==> config.mk <==
export PLATFORM = sky130hd
export DESIGN_NAME = lz78pe_ctrl
export DESIGN_NICKNAME = d
export VERILOG_FILES = /design/src/hw/rtl/lz78pe_pkg.sv /design/src/hw/rtl/lz78pe_ctrl.sv
export SDC_FILE = /design/constraint.sdc
export NUM_CORES = 1
export LEC_CHECK = 0
export BUFFER_PORTS_ARGS = -buffer_cell sky130_fd_sc_hd__buf_2
export CORE_AREA = 2 2 39 41
export CTS_CLUSTER_SIZE = 24
export DETAILED_ROUTE_END_ITERATION = 8
export DIE_AREA = 0 0 41 43
export PLACE_DENSITY_LB_ADDON = 0.1
export SETUP_SLACK_MARGIN = 0.1
export SLEW_MARGIN = 10
export SYNTH_ARGS = -nofsm -noshare
export SYNTH_HDL_FRONTEND = slang
export SYNTH_SLANG_ARGS = --single-unit
export TNS_END_PERCENT = 50
==> constraint.sdc <==
create_clock -name clk_i -period 1.05 [get_ports clk_i]
set_clock_uncertainty 0.05 [all_clocks]
set_input_delay 0.1575 -clock clk_i [delete_from_list [all_inputs] [get_ports clk_i]]
set_output_delay 0.1575 -clock clk_i [all_outputs]
set_load 0.01 [all_outputs]
==> src/hw/rtl/lz78pe_pkg.sv <==
// ----------------------------------------------------------------------------
// LZ78 phrase encoder package
// Sizes, entry layout and controller/datapath interface types.
// ----------------------------------------------------------------------------
package lz78pe_pkg;

  localparam int DICT_DEPTH = 1024;
  localparam int ADDR_W     = (DICT_DEPTH > 1) ? $clog2(DICT_DEPTH) : 1;
  localparam int PHR_W      = $clog2(DICT_DEPTH + 1);
  localparam int SYM_W      = 9;
  localparam int BYTE_W     = 8;
  localparam int OUT_IDX_W  = 11;
  localparam int ENTRY_W    = PHR_W + SYM_W;

  typedef struct packed {
    logic start;
    logic scan;
    logic push;
  } cmd_t;

  typedef struct packed {
    logic hit;
    logic miss;
    logic last;
    logic out_free;
  } status_t;

endpackage

==> src/hw/rtl/lz78pe_ctrl.sv <==
// ----------------------------------------------------------------------------
// LZ78 phrase encoder controller
// Sequences accept, dictionary scan and token hand-off.
// ----------------------------------------------------------------------------
module lz78pe_ctrl (
  input  logic               clk_i,
  input  logic               rst_ni,
  input  logic               in_valid_i,
  output logic               in_stall_o,
  input  lz78pe_pkg::status_t status_i,
  output lz78pe_pkg::cmd_t    cmd_o
);

  typedef enum logic [2:0] {
    ST_IDLE = 3'b001,
    ST_SCAN = 3'b010,
    ST_EMIT = 3'b100
  } state_e;

  state_e state_q, state_d;

  always_comb begin
    state_d     = state_q;
    cmd_o       = '0;
    in_stall_o  = 1'b1;
    unique case (state_q)
      ST_IDLE: begin
        in_stall_o = 1'b0;
        if (in_valid_i) begin
          cmd_o.start = 1'b1;
          state_d     = ST_SCAN;
        end
      end
      ST_SCAN: begin
        cmd_o.scan = 1'b1;
        if (status_i.hit && !status_i.last) begin
          state_d = ST_IDLE;
        end else if (status_i.hit || status_i.miss) begin
          state_d = ST_EMIT;
        end
      end
      ST_EMIT: begin
        if (status_i.out_free) begin
          cmd_o.push = 1'b1;
          state_d    = ST_IDLE;
        end
      end
      default: state_d = ST_IDLE;
    endcase
  end

  always_ff @(posedge clk_i or negedge rst_ni) begin
    if (!rst_ni) begin
      state_q <= ST_IDLE;
    end else begin
      state_q <= state_d;
    end
  end

endmodule

# After elaboration in Yosys (flattened, before gate mapping)
# Index checks and enable logic that the tools add are counted.
[classes]
n_mul = 0
n_addsub = 0
n_shift = 0
magnitude_cmp = 0
n_eq_ne = 6
n_reduce_logical = 4
bitwise = 0
n_div = 0
mux = 11
[ops]
columns = ["op", "n"]
rows = [
  ["$mux W3", 4],
  ["$pmux W3 S3", 1],
  ["$mux W1", 6],
  ["$ne A2 B2 Y1 const B", 2],
  ["$eq A3 B1 Y1 const B", 1],
  ["$eq A3 B2 Y1 const B", 1],
  ["$eq A3 B3 Y1 const B", 1],
  ["$ne A3 B3 Y1 const B", 1],
  ["$reduce_and A3 Y1", 1],
  ["$logic_and A1 B1 Y1", 1],
  ["$logic_not A1 Y1", 1],
  ["$logic_or A1 B1 Y1", 1],
]
[word_totals]
latch_bits = 0
regBits = 3
romBits = 0
ramBits = 0
n_memories = 0
elab_cells = 22
in_bits = 7

# Depth between registers and ports, before layout
# Gate-level depths: netlist (run 1).
[depth]
word_depth = 4
mapped_depth = 3

# Least setup slack after synthesis (run 1)
# OpenSTA, ideal clock, no wires.
[synth_timing]
path_type = "register -> register"
startpoint = "reg state_q[1]"
endpoint = "reg state_q[0]"
synth_period_minus_slack_ps = 1175
required_ps = 922
slack_ps = -125
t_arrival_ps = 1047
setup_time_ps = 78
path_buffers = 0
path_stages_with_launch = 3
cell_sequence = "dfrtp_1 -> or4b_1 -> and3_1"
[synth_between]
elab_chain_len = 3
word_cells_on_any_way = 8
classes_between = "eq/ne: 6; mux: 1; reduce/logical: 1"
[synth_lines]
columns = ["element", "line_no", "source"]
rows = [
  ["start: declaration", "lz78pe_ctrl.sv:20", "state_e state_q, state_d;"],
  ["start signal: assignment", "lz78pe_ctrl.sv:56", "state_q <= state_d;"],
  ["$eq A3 B2 Y1 (tied with other cells)", "lz78pe_ctrl.sv:26", "unique case (state_q)"],
  ["$ne A3 B3 Y1 (no source line) or $ne A2 B2 Y1 (tied branches)", "-", ""],
  ["$reduce_and A3 Y1 (no source line)", "-", ""],
]
# Parallel ways exist; a longest one is shown, timed or not.
# A chain may end at the register's enable or synchronous reset.

==> results.sh, run 1 <==
export IMPL_status="complete, but fails checks"
export IMPL_failed_checks="negative setup slack"
export IMPL_drc=0
export IMPL_synth_cells=17
export IMPL_vdd_ir_drop_max_mv=0.6724
export IMPL_path_class="reg2out"
export IMPL_final_area_um2=340.3
export IMPL_viasPerCell=3.868
export IMPL_start_util=0.1230
export IMPL_setup_slack_ns=-0.3290
export IMPL_antenna_found_initial=0
export IMPL_synth_top_area_frac=0.2941
export IMPL_cts_tree="done"
export IMPL_drive_gt1_frac=0.5946
export IMPL_io_buffers=10
export IMPL_ys_async_sr_fraction=1.000
export IMPL_yosys_top_cells_count="dfrtp_1, inv_1, or4b_1"
export IMPL_place_area_um2=262.8
export IMPL_synth_edff_count=0
export IMPL_globalplace_congestion=0.6265
export IMPL_row_count=14
export IMPL_place_ws_ns=-0.1706
export IMPL_largest_register="state_q"
export IMPL_ys_types=14
export IMPL_insertion_delay_ns=0.23
export IMPL_fin_crit_sh=1.313
export IMPL_cellLeakagePower_nw=0.1722
export IMPL_syn_nets=24
export IMPL_synth_seq_area_share=0.4485
export IMPL_drv_slew=0
export IMPL_path_max_fanout=5
export IMPL_yosys_area_top_type="dfrtp_1"
export IMPL_synthTopCellsByArea="dfrtp_1, dfstp_2, or4b_1, mux2i_1, nor4bb_1"
export IMPL_core_mm2=0.001384
export IMPL_clk_pin_slew_ns=0.04
export IMPL_crit_start="state_q[1]$_DFFE_PN0P_"
export IMPL_setup_worst_path_end_class="output pin"
export IMPL_finalCriticalPeriod_ns=1.379
export IMPL_clockBufferDepth=2
export IMPL_largest_reg_flops=3
export IMPL_clockRootBuffer="clkbuf_4"
export IMPL_p_per_area_mw_per_mm2=2226
export IMPL_synth_area_per_cell_um2=10.01
export IMPL_syn_to_final_growth_pct=100.0
export IMPL_drt_iter0_drc=2
export IMPL_fillers=159
export IMPL_numClockSinks=3
export IMPL_ant_nets=0
export IMPL_ys_flop_type="dfrtp_1"
export IMPL_n_antenna_cell=0
export IMPL_synth_seq_cells=3
export IMPL_cp_data_required_time_ns=0.84
export IMPL_grt_ovfl_total=0
export IMPL_min_from="status_i[2]"
export IMPL_grt_setup_unrepaired="yes"
export IMPL_wl_per_cell_um=9.245
export IMPL_arrival_ns=1.17
export IMPL_via_count=205
export IMPL_hold_violations=0
export IMPL_setup_worst_path_start_class="flop"
export IMPL_grt_pass1_vias=199
export IMPL_synth_area_um2=170.2
export IMPL_yosys_warnings=0
export IMPL_ios=11
export IMPL_holdCritPathClass="in2reg"
export IMPL_cts_buffers=3
export IMPL_die_h_um=43
export IMPL_first_pass_iters=4
export IMPL_max_freq_mhz=725.2
export IMPL_grtUsageTotal=0.08149
export IMPL_worst_pin_slew_ns=0.2181
export IMPL_max_cap_violations=0
export IMPL_top_regs="state_q: 3 flops"
export IMPL_grt_pass1_wl_um=855
export IMPL_maxSlewHeadroom=0.8526
export IMPL_fp_dieW_um=41
export IMPL_htreeDepth=1
export IMPL_regToRegStartpoint="state_q[0]$_DFFE_PN1P_"
export IMPL_setup_violations_final=7
export IMPL_post_route_util=0.2459
export IMPL_grt_max_degree=6
export IMPL_fin_nets=45
export IMPL_die_area_mm2=0.001763
export IMPL_wirelength_um=490
export IMPL_dp_hpwl_um=387.2
export IMPL_tns_ns=-1.569
==> layout make-up <==
| cell class | instances | area [um^2] | area share |
|---|---|---|---|
| inverter | 2 | 7.507 | 0.02206 |
| timing repair buffer | 16 | 107.6 | 0.3162 |
| multi-input combinational | 12 | 102.6 | 0.3015 |
| tap | 16 | 20.02 | 0.05882 |
| sequential | 3 | 76.32 | 0.2243 |
| clock buffer | 4 | 26.28 | 0.07721 |
==> cells in the final DEF (no fill, tap or decap) <==
cell and count:
buf_2 9, buf_4 4, clkbuf_4 3, or4b_1 2, buf_6 2, dfrtp_1 2
or3b_4 1, inv_2 1, nor2_1 1, nand2_1 1, nor4bb_1 1, nand3_1 1
inv_1 1, mux2i_1 1, o21ai_1 1, nor2b_1 1, and3_1 1, o31ai_4 1
clkbuf_1 1, dlygate4sd3_1 1, dfstp_2 1
==> worst paths after layout <==
kind	depth (start not counted)	end	slack, ns
worst min-delay path	2	state_q[1]$_DFFE_PN0P_	0.09
worst max register to register	2	state_q[0]$_DFFE_PN1P_	-0.18
min in group asynchronous	2	state_q[1]$_DFFE_PN0P_	0.20
max in group asynchronous	2	state_q[0]$_DFFE_PN1P_	0.56
worst max-delay path	3	cmd_o[1]	-0.33
worst min register to register	2	state_q[2]$_DFFE_PN0P_	0.59
==> per-stage QoR <==
stage	power, mW	cells	hold WS, ns
finish	0.7576	53	0.08860
global route	0.8344	53	0.08487
CTS	0.7357	52	0.07844
detailed placement	0.4624	46	-0.09377
global placement	0.4677	46	-0.08986
floorplan	0.3217	17	-0.1881
==> worst max-delay path, stage by stage, from the launching register on <==
cell and delay [ns]:
dfrtp_1 0.39, or3b_4 0.40, inv_2 0.06, buf_6 0.09
==> per-layer routing <==
| metal | vias to the layer above | share of wire | wire [um] | GRT usage |
|---|---|---|---|---|
| met1 | 90 | 0.41 | 203 | 0.09061 |
| met5 | - | 0 | 0 | 0 |
| met2 | 10 | 0.47 | 229 | 0.08750 |
| met4 | 0 | 0.024 | 12 | 0.1000 |
| met3 | 2 | 0.088 | 43 | 0.05236 |
| li1 | 103 | - | - | - |
==> kinds of logic after synthesis <==
logic type             count (synthesis)  synth area share
AND/OR/NAND/NOR                        9            0.3750
flip-flops                             3            0.4486
AO/OA/AOI/OAI                          2           0.07352
buffers and inverters                  2           0.04413
multiplexers                           1           0.05883
==> repair_timing <==
action	CTS	global route
endpoints found under the setup margin	7	7
hold buffers	1	0
hold endpoints to repair	3	0
setup buffers	1	1
resized for setup	4	3
pin swaps	1	1
==> where the power goes <==
part / total [mW] / leakage [nW] / switching [mW] / internal [mW]
Sequential: 0.214 / 0.0372 / 0.0460 / 0.168
Combinational: 0.341 / 0.120 / 0.137 / 0.205
Clock: 0.202 / 0.0150 / 0.0596 / 0.142
Total: 0.758 / 0.172 / 0.242 / 0.515
No activity file was read; power rests on OpenSTA's default activity.
==> inputs of run 2 (changes only) <==
--- a/config.mk
+++ b/config.mk
@@ -10,6 +10,7 @@
 export CTS_CLUSTER_SIZE = 24
 export DETAILED_ROUTE_END_ITERATION = 8
 export DIE_AREA = 0 0 41 43
+export MAX_ROUTING_LAYER = met4
 export PLACE_DENSITY_LB_ADDON = 0.1
 export SETUP_SLACK_MARGIN = 0.1
 export SLEW_MARGIN = 10
==> results.sh, run 2 (synthesized netlist as in run 1, its figures left out) <==
export IMPL_maxSlewHeadroom=0.8526
export IMPL_insertion_delay_ns=0.23
export IMPL_fp_dieW_um=41
export IMPL_clockBufferDepth=2
export IMPL_drive_gt1_frac=0.5946
export IMPL_syn_to_final_growth_pct=100.0
export IMPL_finalCriticalPeriod_ns=1.379
export IMPL_numClockSinks=3
export IMPL_dp_cells=46
export IMPL_grt_setup_unrepaired="yes"
export IMPL_n_antenna_cell=0
export IMPL_fillers=159
export IMPL_crit_chain="or3b_4, inv_2, buf_6"
export IMPL_status="complete, but fails checks"
export IMPL_hold_violations=0
export IMPL_htreeDepth=1
export IMPL_ant_nets=0
export IMPL_first_pass_iters=4
export IMPL_drc=0
export IMPL_fin_nets=45
export IMPL_grt_ovfl_total=0
export IMPL_setup_slack_ns=-0.3287
export IMPL_largest_register="state_q"
export IMPL_top_regs="state_q: 3 flops"
export IMPL_grt_pass1_vias=192
export IMPL_max_cap_violations=0
export IMPL_viasPerCell=3.868
export IMPL_final_area_um2=340.3
export IMPL_cellLeakagePower_nw=0.1722
export IMPL_core_mm2=0.001384
export IMPL_path_class="reg2out"
export IMPL_setup_worst_path_start_class="flop"
export IMPL_vdd_ir_drop_max_mv=0.6724
export IMPL_cts_buffers=3
export IMPL_die_area_mm2=0.001763
export IMPL_globalplace_congestion=0.6314
export IMPL_worst_pin_slew_ns=0.2181
export IMPL_wl_per_cell_um=9.208
export IMPL_cts_tree="done"
export IMPL_failed_checks="negative setup slack"
export IMPL_grt_pass1_wl_um=862
export IMPL_largest_reg_flops=3
export IMPL_max_freq_mhz=725.3
export IMPL_drv_slew=0
export IMPL_io_buffers=10
export IMPL_grtUsageTotal=0.08660
export IMPL_setup_worst_path_end_class="output pin"
export IMPL_final_cell_mix="buf_2, buf_4, clkbuf_4"
export IMPL_fin_cells=53
export IMPL_top_layer="met4"
export IMPL_wl_met2_um=229
export IMPL_wirelength_um=488
export IMPL_fin_crit_sh=1.313
export IMPL_holdCritPathClass="in2reg"
export IMPL_cp_data_required_time_ns=0.84
export IMPL_start_util=0.1230
export IMPL_slowest_delay_ns=0.40
export IMPL_ios=11
export IMPL_path_max_fanout=5
export IMPL_die_h_um=43
export IMPL_row_count=14
export IMPL_tns_ns=-1.569
export IMPL_clk_pin_slew_ns=0.04
export IMPL_met3WireLength_um=37
export IMPL_hold_ws_ns=0.08858
export IMPL_clockRootBuffer="clkbuf_4"
export IMPL_arrival_ns=1.17
export IMPL_via_count=205
export IMPL_drt_iter0_drc=2
export IMPL_met1Wirelength_um=208
export IMPL_dp_hpwl_um=387.2
export IMPL_place_area_um2=262.8
export IMPL_antenna_found_initial=0
export IMPL_grt_max_degree=6
export IMPL_critPathSlowestCell="or3b_4"
export IMPL_p_per_area_mw_per_mm2=2226
export IMPL_final_common_cell="buf_2"
export IMPL_setup_violations_final=7
## run 2: report_power, final
group	leakage [nW]	switching (mW)	internal [mW]	total, mW
Clock	0.0150	0.0596	0.142	0.202
Sequential	0.0372	0.0460	0.168	0.214
Combinational	0.120	0.137	0.205	0.341
Total	0.172	0.242	0.515	0.757
## run 2: worst max-delay path: cells and delay by family, from the launching register on
kind	cells	cell delay, ns
simple gates	1	0.40
flops	1	0.39
buf+inv	2	0.15
## run 2: per-layer routing
layer | GRT usage | vias to the layer above
met5 | - | -
met4 | 0.1000 | 0
met3 | 0.06283 | 2
met2 | 0.08750 | 10
met1 | 0.09385 | 90
li1 | - | 103
## run 2: path summary, 6_finish.rpt
kind	startpoint	to	slack (ns)	cells past startpoint
setup / recovery	state_q[1]$_DFFE_PN0P_	cmd_o[1]	-0.33	3
hold / removal	status_i[2]	state_q[1]$_DFFE_PN0P_	0.09	2
setup reg to reg	state_q[0]$_DFFE_PN1P_	state_q[0]$_DFFE_PN1P_	-0.18	2
hold reg to reg	state_q[1]$_DFFE_PN0P_	state_q[2]$_DFFE_PN0P_	0.59	2
max in group asynchronous	rst_ni	state_q[0]$_DFFE_PN1P_	0.56	2
min in group asynchronous	rst_ni	state_q[1]$_DFFE_PN0P_	0.20	2
## run 2: layout make-up
class                           instances  area [um^2]  share of cell area
Tap cell                               16        20.02             0.05882
Sequential cell                         3        76.32              0.2243
Multi-Input combinational cell         12        102.6              0.3015
Inverter                                2        7.507             0.02206
Clock buffer                            4        26.28             0.07721
Timing Repair Buffer                   16        107.6              0.3162
## run 2: stage by stage
step                total power, mW  setup WS (ns)    util
finish                       0.7574        -0.3287  0.2459
global route                 0.8391        -0.4094  0.2459
CTS                          0.7357        -0.3560  0.2306
detailed placement           0.4624        -0.1706  0.1899
global placement             0.4677        -0.1767  0.1899
floorplan                    0.3217        -0.1211       -
## run 2: repair_timing
action                     in CTS  in global routing
hold buffers                    1                  0
setup endpoints to repair       7                  7
setup buffers                   1                  1
resized for setup               4                  3
pin swaps                       1                  1
hold endpoints to repair        3                  0
